## config.mk

```make
export PLATFORM = sky130hd
export DESIGN_NAME = gsfa_div
export DESIGN_NICKNAME = d
export VERILOG_FILES = /design/src/hw/rtl/grid_search_force_allocation_unit_defines.svh /design/src/hw/rtl/gsfa_div.sv
export SDC_FILE = /design/constraint.sdc
export NUM_CORES = 1
export LEC_CHECK = 0
export ABC_AREA = 1
export BUFFER_PORTS_ARGS = -buffer_cell sky130_fd_sc_hd__buf_2
export CAP_MARGIN = 25
export CORE_UTILIZATION = 46
export DETAILED_ROUTE_END_ITERATION = 12
export PLACE_DENSITY = 0.83
export RECOVER_POWER = 25
export SYNTH_ARGS = -nofsm -noshare
export SYNTH_HDL_FRONTEND = slang
export SYNTH_SLANG_ARGS = --single-unit
```

## constraint.sdc

```tcl
create_clock -name clk -period 1.5 [get_ports clk]
set_input_delay 0.225 -clock clk [delete_from_list [all_inputs] [get_ports clk]]
set_output_delay 0.225 -clock clk [all_outputs]
set_load 0.02 [all_outputs]
```

## src/hw/rtl/grid_search_force_allocation_unit_defines.svh

```systemverilog
// ----------------------------------------------------------------------------
// Grid search force allocation: assertion macros
// Implication checks clocked on clk, off while rst_n is low.
// ----------------------------------------------------------------------------
`ifndef GRID_SEARCH_FORCE_ALLOCATION_UNIT_DEFINES_SVH
`define GRID_SEARCH_FORCE_ALLOCATION_UNIT_DEFINES_SVH

// same-cycle implication
`define GSFA_ASSERT_IMP(name, pre, post, msg) \
    name: assert property (@(posedge clk) disable iff (!rst_n) (pre) |-> (post)) \
        else $error(msg);

// next-cycle implication
`define GSFA_ASSERT_NEXT(name, pre, post, msg) \
    name: assert property (@(posedge clk) disable iff (!rst_n) (pre) |=> (post)) \
        else $error(msg);

`endif

```

## src/hw/rtl/gsfa_div.sv

```systemverilog
// ----------------------------------------------------------------------------
// gsfa_div
// Restoring divider, one quotient bit per cycle, unsigned.
// ----------------------------------------------------------------------------
module gsfa_div #(
    parameter int NUM_W = 16,
    parameter int DEN_W = 5
) (
    input  logic             clk,
    input  logic             rst_n,
    input  logic             start,
    input  logic [NUM_W-1:0] num,
    input  logic [DEN_W-1:0] den,
    output logic             done,
    output logic [NUM_W-1:0] quo,
    output logic [DEN_W-1:0] rem
);

    localparam int CNT_W = $clog2(NUM_W + 1);

    logic             busy_reg;
    logic             done_reg;
    logic [CNT_W-1:0] cnt_reg;
    logic [NUM_W-1:0] quo_reg;
    logic [DEN_W-1:0] rem_reg;
    logic [DEN_W-1:0] den_reg;
    logic [DEN_W:0]   trial;
    logic             bit_q;

    always_comb
    begin
        trial = {rem_reg, quo_reg[NUM_W-1]};
        bit_q = (trial >= {1'b0, den_reg});
    end

    always_ff @(posedge clk or negedge rst_n)
    begin
        if (!rst_n)
        begin
            busy_reg <= 1'b0;
            done_reg <= 1'b0;
            cnt_reg  <= '0;
        end
        else
        begin
            done_reg <= 1'b0;
            if (start)
            begin
                busy_reg <= 1'b1;
                cnt_reg  <= CNT_W'(NUM_W);
            end
            else if (busy_reg)
            begin
                cnt_reg <= cnt_reg - 1'b1;
                if (cnt_reg == CNT_W'(1))
                begin
                    busy_reg <= 1'b0;
                    done_reg <= 1'b1;
                end
            end
        end
    end

    always_ff @(posedge clk)
    begin
        if (start)
        begin
            quo_reg <= num;
            rem_reg <= '0;
            den_reg <= den;
        end
        else if (busy_reg)
        begin
            rem_reg <= bit_q ? DEN_W'(trial - {1'b0, den_reg}) : DEN_W'(trial);
            quo_reg <= {quo_reg[NUM_W-2:0], bit_q};
        end
    end

    assign done = done_reg;
    assign quo  = quo_reg;
    assign rem  = rem_reg;

endmodule

```

==> flow_summary_export.csv <==
group,metric,value,unit
synth,synth_fa_ha_area_frac,0.0653,
synth,synth.most_common_cell,"nand2_1",
finish,n_antenna_cell,0,
placed_design,portBuffers,45,
synth,synth-xor-area-share,0.00532,
setup_path,critPathSlowestCell,"edfxtp_1",
detailed_routing,wirelength,3200,um
sta,layout_setup_ws,-0.126,ns
clock_network,clkLatencyLatePin,0.32,ns
detailed_routing,ant_nets,0,
detailed_routing,vias,1312,
finish,final_layout_size_suffix_gt1_frac,0.344,
sta,tns,-0.580,ns
power,peakVddDrop,0.000628,V
synth,yosys_warnings,0,
placed_design,dp_hpwl,2370,um
detailed_routing,viasPerCell,4.57,
setup_path,cp.required,1.71,ns
floorplan,dieArea,0.00382,mm2
synth,netlist.area_leader.share,0.383,
placed_design,dp_cells,273,
floorplan,rows,21,
placed_design,dp_worst_setup_slack,-0.138,ns
sta,hold_violations,0,
synth,synth_mux_area_frac,0,
global_route,grt_max_degree,21,
setup_path,crit_chain,"inv_2 -> ha_4 -> inv_2 -> fa_2 -> nand2_2 -> nand2_2 -> nand3_4 -> nand3_1 -> nand3_2 -> nand2_1",
synth,seq_area_frac_synth,0.550,
min_path,hold_path.class,"in2reg",
sta,rsz0062_at_grt,"yes",
sta,maxSlewHeadroom,0.614,
finish,nets,272,
floorplan,core_area,0.00339,mm2
setup_path,crit_fanout,7,
finish,final_cells,287,
setup_path,crit_type,"reg2reg",
status,status,"finished with violations",
synth,syn_area_per_cell,9.15,um2
placed_design,dpl_cell_area,0.00196,mm2
status,failed_checks,"setup timing",
finish,largest_reg_flops,16,
global_route,antenna_found_initial,0,
global_route,grt_pass1_wl,4910,um
power,p_per_area,1470,mW/mm2
sta,setup_viol,6,
setup_path,cp-end-kind,"flop",
sta,finalClockSkew,0.0150,ns
setup_path,rrSetupSlack,-0.13,ns
setup_path,max_stage_delay,0.42,ns
synth,synth-simple-area-share,0.286,
clock_network,cts-root-buf,"clkbuf_4",
detailed_routing,drc,0,
synth,synthArstFlopShare,0.212,
setup_path,critPathTopFamily,"simple AND/OR/NAND/NOR gates",
clock_network,cts.path.max_buffers,2,
clock_network,cts_tree,"yes",
power,power.leakage,1.10,nW
synth,synthTopCellsByArea,"edfxtp_1, nand2_1, dfrtp_1",
clock_network,clk_pin_slew,0.10,ns
clock_network,h-tree-depth,2,
floorplan,die_h,61.8,um
global_route,grt_pass1_vias,1101,
sta,tightest_slew,0.579,ns
setup_path,cp-start-kind,"flop",
detailed_routing,drtIter0Drc,86,
global_route,grt_util_all_layers,0.183,
sta,post-route-min-period,1.63,ns
synth,netlist_instances,180,
setup_path,crit_arrival,1.84,ns
floorplan,start_util,0.486,
synth,ys_top_cells_by_count,"nand2_1, edfxtp_1, inv_1",
synth,synth_top_family_by_area,"simple AND/OR/NAND/NOR gates",
synth,synth_edf_count,21,
floorplan,die_w,61.8,um
synth,netlist_area,0.00165,mm2
sta,timing.fmax,0.615,GHz
run,drv_cap,0,
finish,final_cell_area,0.00212,mm2
clock_network,cts.sinks,33,
global_route,gr-total-overflow,0,
floorplan,ios,46,
power,power,3.12,mW
sta,drv_slew,0,
placed_design,place.gp.congestion,0.827,
synth,syn-num-nets,212,
detailed_routing,wire_per_inst,11.2,um
clock_network,cts_made_buffers,5,
synth,synth.largest_area_cell,"edfxtp_1",
synth,synth_flop_cell,"edfxtp_1",
sta,fin_crit_sh,1.08,
synth,synth_compound_area_frac,0.0289,
synth,yosysUniqueCellTypes,26,
setup_path,path_buf_inv,2,
synth,ys_seq_elements,33,
detailed_routing,dr.pass1.iters,4,
finish,synthToLayoutAreaGrowth,28.9,%
[cell usage in the layout, fill, tap and decap left out]
cell type	n
or2_4	1
dfxtp_1	5
bufinv_16	1
nor2_1	9
clkinv_1	2
ha_1	6
nor4_2	1
nand3_2	3
nor2_4	2
dfrtp_1	7
buf_2	43
edfxtp_1	21
dlygate4sd3_1	1
clkbuf_1	3
buf_4	11
o21ai_1	3
inv_1	16
nand3_4	1
nor2_8	1
nand2_4	1
a31oi_1	1
nand2_1	69
ha_4	1
a21oi_1	4
xnor2_2	1
fa_2	1
inv_2	5
nand3_1	8
or2_1	1
nand4_1	1
o22ai_1	1
nand2_2	5
clkbuf_4	5
[power by group]
group          switching [mW]  internal, mW  leakage [nW]
registers               0.117          1.14         0.349
logic                   0.730         0.502         0.713
clock network           0.279         0.347        0.0399
[metrics by stage]
step / hold slack (ns) / utilization
after global routing: 0.0610 / 0.626
after floorplan: -0.0706 / -
final: 0.0795 / 0.626
after global placement: 0.0646 / 0.577
after detailed placement: 0.0691 / 0.577
after CTS: 0.0713 / 0.619
[cell type report]
cell class / count / area [um2]
inverters: 22 / 82.6
flip-flops and latches: 33 / 906
repair buffers: 57 / 315
multi-input cells: 121 / 686
well taps: 46 / 57.6
fillers: 279 / 1270
clock buffers: 6 / 41.3
clock inverters: 2 / 33.8
[worst reg2reg max path, cell delays in order (launching register included)]
cell and delay [ns]:
edfxtp_1 0.42, inv_2 0.10, ha_4 0.13, inv_2 0.04, fa_2 0.34, nand2_2 0.07, nand2_2 0.07, nand3_4 0.10
nand3_1 0.12, nand3_2 0.09, nand2_1 0.05
[what timing repair did]
action | CTS | global route
buffers inserted | 4 | 1
gates resized for setup | 8 | 4
hold endpoints to repair | 7 | 0
cloned | 0 | 0
pin swaps | 8 | 6
hold buffers | 1 | 0
setup endpoints to repair | 6 | 6
[per-layer routing]
| metal | wire length (um) | global-route usage | share of wire | vias up |
|---|---|---|---|---|
| met3 | 98 | 0.0393 | 0.031 | 7 |
| li1 | - | - | - | 697 |
| met5 | 0 | 0 | 0 | - |
| met2 | 1600 | 0.290 | 0.50 | 29 |
| met1 | 1430 | 0.244 | 0.45 | 579 |
| met4 | 68 | 0.0762 | 0.021 | 0 |
[path summary, 6_finish.rpt]
kind | startpoint | endpoint | cells after the start
worst max register to register | quo[15] | rem[2] | 10
worst max-delay path | quo[15] | rem[2] | 10
max in group asynchronous | rst_n | cnt_reg[0] | 2
worst min-delay path | den[4] | den_reg[4] | 1
min in group asynchronous | rst_n | busy_reg | 2
worst min register to register | rem[4] | rem[4] | 2
[logic make-up after synthesis]
group | count (synthesis)
flip-flops | 33
AO/OA/AOI/OAI | 9
buffers and inverters | 26
XOR/XNOR | 1
AND/OR/NAND/NOR | 103
adder cells (fa/ha/maj) | 8
Note: power is estimated with default switching activity, not from simulation.
