$ cat config.mk
export PLATFORM = sky130hd
export DESIGN_NAME = gsfa_ram
export DESIGN_NICKNAME = d
export VERILOG_FILES = /design/src/hw/rtl/grid_search_force_allocation_unit_defines.svh /design/src/hw/rtl/gsfa_ram.sv
export SDC_FILE = /design/constraint.sdc
export NUM_CORES = 1
export LEC_CHECK = 0
export BUFFER_PORTS_ARGS = -buffer_cell sky130_fd_sc_hd__clkbuf_2
export CAP_MARGIN = 10
export CORE_ASPECT_RATIO = 0.7
export CORE_MARGIN = 1
export CORE_UTILIZATION = 60
export DETAILED_ROUTE_END_ITERATION = 12
export MAX_ROUTING_LAYER = met4
export PLACE_DENSITY = 0.8
export SYNTH_ARGS = -nofsm -noshare
export SYNTH_HDL_FRONTEND = slang
export SYNTH_SLANG_ARGS = --single-unit
$ cat constraint.sdc
create_clock -name clk -period 8.7 [get_ports clk]
set_input_delay 0 -clock clk [delete_from_list [all_inputs] [get_ports clk]]
set_output_delay 0 -clock clk [all_outputs]
set_load 0.005 [all_outputs]
$ cat src/hw/rtl/grid_search_force_allocation_unit_defines.svh
// ----------------------------------------------------------------------------
// Grid search force allocation: assertion macros
// Implication checks clocked on clk, off while rst_n is low.
// ----------------------------------------------------------------------------
`ifndef GRID_SEARCH_FORCE_ALLOCATION_UNIT_DEFINES_SVH
`define GRID_SEARCH_FORCE_ALLOCATION_UNIT_DEFINES_SVH

// same-cycle implication
`define GSFA_ASSERT_IMP(name, pre, post, msg) \
    name: assert property (@(posedge clk) disable iff (!rst_n) (pre) |-> (post)) \
        else $error(msg);

// next-cycle implication
`define GSFA_ASSERT_NEXT(name, pre, post, msg) \
    name: assert property (@(posedge clk) disable iff (!rst_n) (pre) |=> (post)) \
        else $error(msg);

`endif

$ cat src/hw/rtl/gsfa_ram.sv
// ----------------------------------------------------------------------------
// gsfa_ram
// Simple dual-port RAM, one write port, one read port with registered data.
// ----------------------------------------------------------------------------
module gsfa_ram #(
    parameter int WIDTH = 96,
    parameter int DEPTH = 8
) (
    input  logic                                     clk,
    input  logic                                     we,
    input  logic [(DEPTH > 1 ? $clog2(DEPTH) : 1)-1:0] waddr,
    input  logic [WIDTH-1:0]                         wdata,
    input  logic                                     re,
    input  logic [(DEPTH > 1 ? $clog2(DEPTH) : 1)-1:0] raddr,
    output logic [WIDTH-1:0]                         rdata
);

    logic [WIDTH-1:0] mem_reg [DEPTH];
    logic [WIDTH-1:0] rdata_reg;

    always_ff @(posedge clk)
    begin
        if (we)
        begin
            mem_reg[waddr] <= wdata;
        end
        if (re)
        begin
            rdata_reg <= mem_reg[raddr];
        end
    end

    assign rdata = rdata_reg;

endmodule

==> results of run 1 <==
stage by stage:
| stage | total power, uW | instances | util [%] | hold WS (ns) | setup slack (ns) |
|---|---|---|---|---|---|
| global placement | 5300 | 2070 | 64.1 | 0.268 | 5.76 |
| floorplan | 5130 | 1219 | - | 0.0989 | 1.36 |
| global route | 8860 | 2310 | 70.7 | 0.0442 | 6.25 |
| detailed placement | 5320 | 2070 | 64.1 | 0.277 | 5.73 |
| finish | 8600 | 2310 | 70.7 | 0.0599 | 6.41 |
| CTS | 8660 | 2301 | 70.6 | 0.0424 | 6.37 |
per-layer routing:
| layer | global-route usage [%] | part of all wire (%) | up-vias |
|---|---|---|---|
| li1 | - | - | 5940 |
| met1 | 33.3 | 41 | 7362 |
| met2 | 37.0 | 50 | 571 |
| met3 | 4.80 | 7.4 | 77 |
| met4 | 5.99 | 1.7 | 0 |
| met5 | - | 0 | - |
cell usage in the layout (no fill, tap or decap), drive strengths merged:
master	n
mux2	96
mux4	192
edfxtp	864
dlygate4sd3	96
clkbuf	287
nand2	2
nand2b	3
clkinvlp	2
diode	9
inv	2
buf	24
nor3	2
clkinv	33
nor2	6
bufinv	8
worst max path at each step:
stage,cells past startpoint,to,slack (ns)
floorplan,2,mem_reg[0][0],1.36
global route,5,mem_reg[6][29],6.25
finish,5,mem_reg[6][42],6.41
global placement,5,mem_reg[3][81],5.76
CTS,5,mem_reg[6][36],6.37
detailed placement,5,mem_reg[6][43],5.73
worst max-delay path, delay by kind of cell:
kind | cells | cell delay (ns)
buffers and inverters | 3 | 1.40
and+or+nand+nor | 2 | 1.08
area by class of cell:
class / count / area (um^2) / area share [%]
diodes: 9 / 22.5 / 0.0609
flip-flops and latches: 864 / 25900 / 70.2
multi-input cells: 301 / 5520 / 14.9
clock buffers: 90 / 2020 / 5.46
well taps: 684 / 856 / 2.32
clock inverters: 45 / 445 / 1.21
repair buffers: 317 / 2160 / 5.83
cells by family after synthesis:
group | share of synthesized area [%]
buffers and inverters | 1.13
AND/OR/NAND/NOR | 0.185
multiplexers | 17.0
flip-flops | 81.7
power groups by stage:
stage	clock network, uW	logic, uW	registers (uW)
floorplan	0	246	4890
global placement	0	415	4880
detailed placement	0	426	4890
CTS	3390	467	4800
global route	3550	494	4810
finish	3340	460	4800
repair_timing:
item,4_1_cts,5_1_grt
hold buffers,96,0
gates resized for setup,0,0
endpoints found under the hold margin,768,0
Yosys cell counts (all sizes together):
cell / number
mux4: 192
nor3: 2
nor2: 6
edfxtp: 864
nand2: 2
nand2b: 3
mux2: 96
clkbuf: 20
buf: 34
==> impl_metrics.ini, run 1 <==
[critical_path]
crit_type = in -> reg
reg2reg_slack_ns = 7.25
path_cells = clkbuf_2, nand2b_1, nor2_4, buf_4, buf_4
critical_path.endpoint_type = register
cp-startpoint = waddr[0]
required_ns = 8.93
critical_path_arrival_ns = 2.52
cp_slowest_cell = nor2_4
cp_common_cell = buf_4
slowest_delay_ns = 0.85
reg2reg_from = mem_reg[5][57]
worst-r2r-cell-count = 2
crit_fanout = 36
reg2reg_to = rdata[57]
cp-start-kind = input pin

[sta]
rsz0062_at_grt = no
setup_viol = 0
worstMarginPinSlew_ns = 1.10
finalCritPeriodShare_pct = 26.3
slew_viol_final = 0
slew_headroom_pct = 26.5
fmax_ghz = 0.437
finalHoldViolCount = 0
fin_crit_ns = 2.29
finClkSkew_ns = 0.0199
setup_tns_ns = 0

[min_path]
holdPathEnd = rdata[3]
min-delay-start = re
hp-class = in -> reg
holdPathStages = 1

[grt]
grt.overflow.total = 0
global_route.usage.total_pct = 23.9
grt_first_pass_wirelength_um = 91600
grt_start_max_net_pins = 112
antenna_found_initial = 8
grt_pass1_vias = 14823

[clocking]
postCtsSetupBuffers = 0
clk_path_buf_depth = 3
ctsHtreeMaxLevel = 3
cts_root_buf = clkbuf_16
clock-sinks = 864
clkTransAtPathRegs_ns = 0.06
cts_tree = yes
cts_buffers = 76
insertion_delay_ns = 0.62

[detailed_routing]
finalWirelength_um = 60700
viasPerCell = 6.04
drc_errors = 0
drtAntennaViolNets = 0
dr.pass1.iters = 5
drtIter0Drc = 1349
wl_per_cell_um = 26.3
dr_total_vias = 13950

[final_layout]
nets = 1665
largest_reg_flops = 768
final_cell_area_um2 = 37000
syn2layout_area_growth_pct = 16.4
layout-drive-gt1-share_pct = 38.7
fillers = 2970

[floorplan]
rows = 70
die_area_um2 = 53900
pin_count = 201
start_util_pct = 60.8
coreArea_um2 = 52300
chipWidth_um = 277
die_h_um = 195

[power_and_ir_drop]
clkPwrFrac_pct = 38.8
vdd_drop_max_uv = 165
switching_share_pct = 20.0
leakagePower_uw = 0.0121
p_comb_share_pct = 5.3
p_switching_uw = 1720
powerDensity_nw_per_um2 = 233
intPower_uw = 6880
pwr-share-seq_pct = 55.9

[placed_design]
dpl_cell_area_um2 = 33500
hpwlAfterDp_um = 30000
gp_congestion = 0.705
io_buffers = 200

[logic_synthesis]
yosys.area.top_type = edfxtp_1
ys_types = 11
synth_area_leaders = edfxtp_1 82%, mux4_2 14%, mux2_2 3.4%, buf_6 0.71%, clkbuf_1 0.24%
syn_avg_cell_area_um2 = 26.1
ys_seq_area_share_pct = 81.7
ys_seq_elements = 864
synth_cells = 1219
synth_nets = 1324
yosys_warnings = 0
synth_top_area_share_pct = 81.7
synth_area_um2 = 31800

[flow_run]
drv_cap = 0

[outcome]
status = finished, final reports clean
Power figures use the tool's default switching activity.
==> run 2, diff against run 1 <==
--- a/config.mk
+++ b/config.mk
@@ -9,10 +9,10 @@
 export CAP_MARGIN = 10
 export CORE_ASPECT_RATIO = 0.7
 export CORE_MARGIN = 1
-export CORE_UTILIZATION = 60
+export CORE_UTILIZATION = 54
 export DETAILED_ROUTE_END_ITERATION = 12
 export MAX_ROUTING_LAYER = met4
-export PLACE_DENSITY = 0.8
+export PLACE_DENSITY = 0.76
 export SYNTH_ARGS = -nofsm -noshare
 export SYNTH_HDL_FRONTEND = slang
 export SYNTH_SLANG_ARGS = --single-unit
==> constraint.sdc (replaced) <==
create_clock -name clk -period 1.9 [get_ports clk]
set_input_delay 0 -clock clk [delete_from_list [all_inputs] [get_ports clk]]
set_output_delay 0 -clock clk [all_outputs]
set_load 0.005 [all_outputs]
==> run 2 against run 1 <==
Global-route usage decreased by 1.8 points. Critical path depth is 3 lower. Wire length is 2.7% higher. Design area rose by 2.5%. Critical path type is now reg -> reg. Largest power group unchanged. Highest routed layer unchanged.
==> impl_metrics.ini, run 2 (synthesis gave the netlist of run 1 again) <==
[grt]
grt_pass1_vias = 14759
grt.overflow.total = 0
grt_first_pass_wirelength_um = 93100
antenna_found_initial = 4
global_route.usage.total_pct = 22.1
grt_start_max_net_pins = 60

[detailed_routing]
dr_total_vias = 14096
viasPerCell = 5.84
drtIter0Drc = 1249
wl_per_cell_um = 25.8
finalWirelength_um = 62300
drtAntennaViolNets = 0
drc_errors = 0
dr.pass1.iters = 5

[critical_path]
critical_path.endpoint_type = register
crit_fanout = 1
critical_path_arrival_ns = 1.77
slowest_delay_ns = 0.49
cp-start-kind = register
cp_top_family = multiplexers
cp_slowest_cell = mux4_2
crit_type = reg -> reg
required_ns = 2.26
crit_buf_inv = 0
path_cells = mux4_2, mux2_2

[power_and_ir_drop]
leakagePower_uw = 0.0125
vdd_drop_max_uv = 677
powerDensity_nw_per_um2 = 1060

[floorplan]
coreArea_um2 = 57500
die_h_um = 205
pin_count = 201
die_area_um2 = 59800
rows = 73
start_util_pct = 55.3
chipWidth_um = 292

[sta]
finalCritPeriodShare_pct = 73.8
slew_viol_final = 0
worstMarginPinSlew_ns = 0.491
fmax_ghz = 0.713
finClkSkew_ns = 0.0173
whs_ns = 0.0722
fin_crit_ns = 1.40
rsz0062_at_grt = no
finalHoldViolCount = 0
setup_viol = 0
slew_headroom_pct = 67.3

[clocking]
cts_buffers = 80
clkTransAtPathRegs_ns = 0.06
cts_root_buf = clkbuf_16
clock-sinks = 864
ctsHtreeMaxLevel = 3
cts_tree = yes
insertion_delay_ns = 0.62
clk_path_buf_depth = 3

[outcome]
status = finished, final reports clean

[placed_design]
gp_congestion = 0.723
dp.cells = 2163
io_buffers = 200
dpl_cell_area_um2 = 34300
hpwlAfterDp_um = 33400

[final_layout]
fillers = 3516
layout-drive-gt1-share_pct = 40.1
syn2layout_area_growth_pct = 19.3
nets = 1698
largest_reg_flops = 768
stdcell_count = 2412
layout_common_cells = 864 x edfxtp_1, 196 x clkbuf_2, 192 x mux4_2, 98 x dlygate4sd3_1, 96 x mux2_2
final_common_cell = edfxtp_1
final_cell_area_um2 = 37900

[flow_run]
drv_cap = 0

[min_path]
hp-class = in -> reg
==> run 2: cell count changes in the layout (fill, tap and decap cells not counted), moves of 3 or more <==
cell / change
buf_12: +34
buf_4: -7
nand2b_1: -3
clkbuf_1: +4
clkbuf_16: +4
nand2b_4: +3
==> run 2: metal layers <==
metal	share of wire, %	routed length (um)	track usage [%]
met5	0	0	-
met3	6.7	4140	4.26
met4	1.6	1020	5.17
met2	49	30500	34.0
met1	43	26700	31.1
==> run 2: what timing repair did <==
item                      in CTS  in global routing
buffers inserted               0                  0
hold endpoints to repair     794                  0
resized for setup              0                  0
hold buffers                  98                  0
==> run 2: metrics by stage <==
step                      power, uW  setup TNS [ns]  util, %  setup slack, ns
after floorplan               23500         -238.75        -            -1.04
after CTS                     40500               0     65.9            0.487
after global routing          41300               0     65.9            0.469
after global placement        24400               0     59.7            0.270
final                         40100               0     65.9            0.497
after detailed placement      24500               0     59.7            0.235
==> run 2: layout make-up <==
cell class | count | area (um^2) | area share [%]
sequential | 864 | 25900 | 68.5
multi-input combinational | 301 | 5590 | 14.7
timing repair buffer | 346 | 2800 | 7.40
clock buffer | 98 | 2130 | 5.63
tap | 750 | 938 | 2.48
clock inverter | 46 | 460 | 1.22
antenna | 7 | 17.5 | 0.0462
==> run 2: worst min-delay path: stages <==
cell,delay [ns]
buf_8,0.18
mux4_2,0.24
mux2_2,0.14
==> run 2: power breakdown <==
| group | switching [uW] | internal, uW |
|---|---|---|
| combinational | 1120 | 1140 |
| clock | 6680 | 9220 |
| sequential | 202 | 21800 |
==> run 2: final timing paths <==
check	start	endpoint	slack [ns]	cells after the start
worst max-delay path	mem_reg[4][63]	rdata[63]	0.50	2
worst min-delay path	raddr[0]	rdata[2]	0.07	3
worst max register to register	mem_reg[4][63]	rdata[63]	0.50	2
worst min register to register	mem_reg[6][83]	rdata[83]	0.75	2
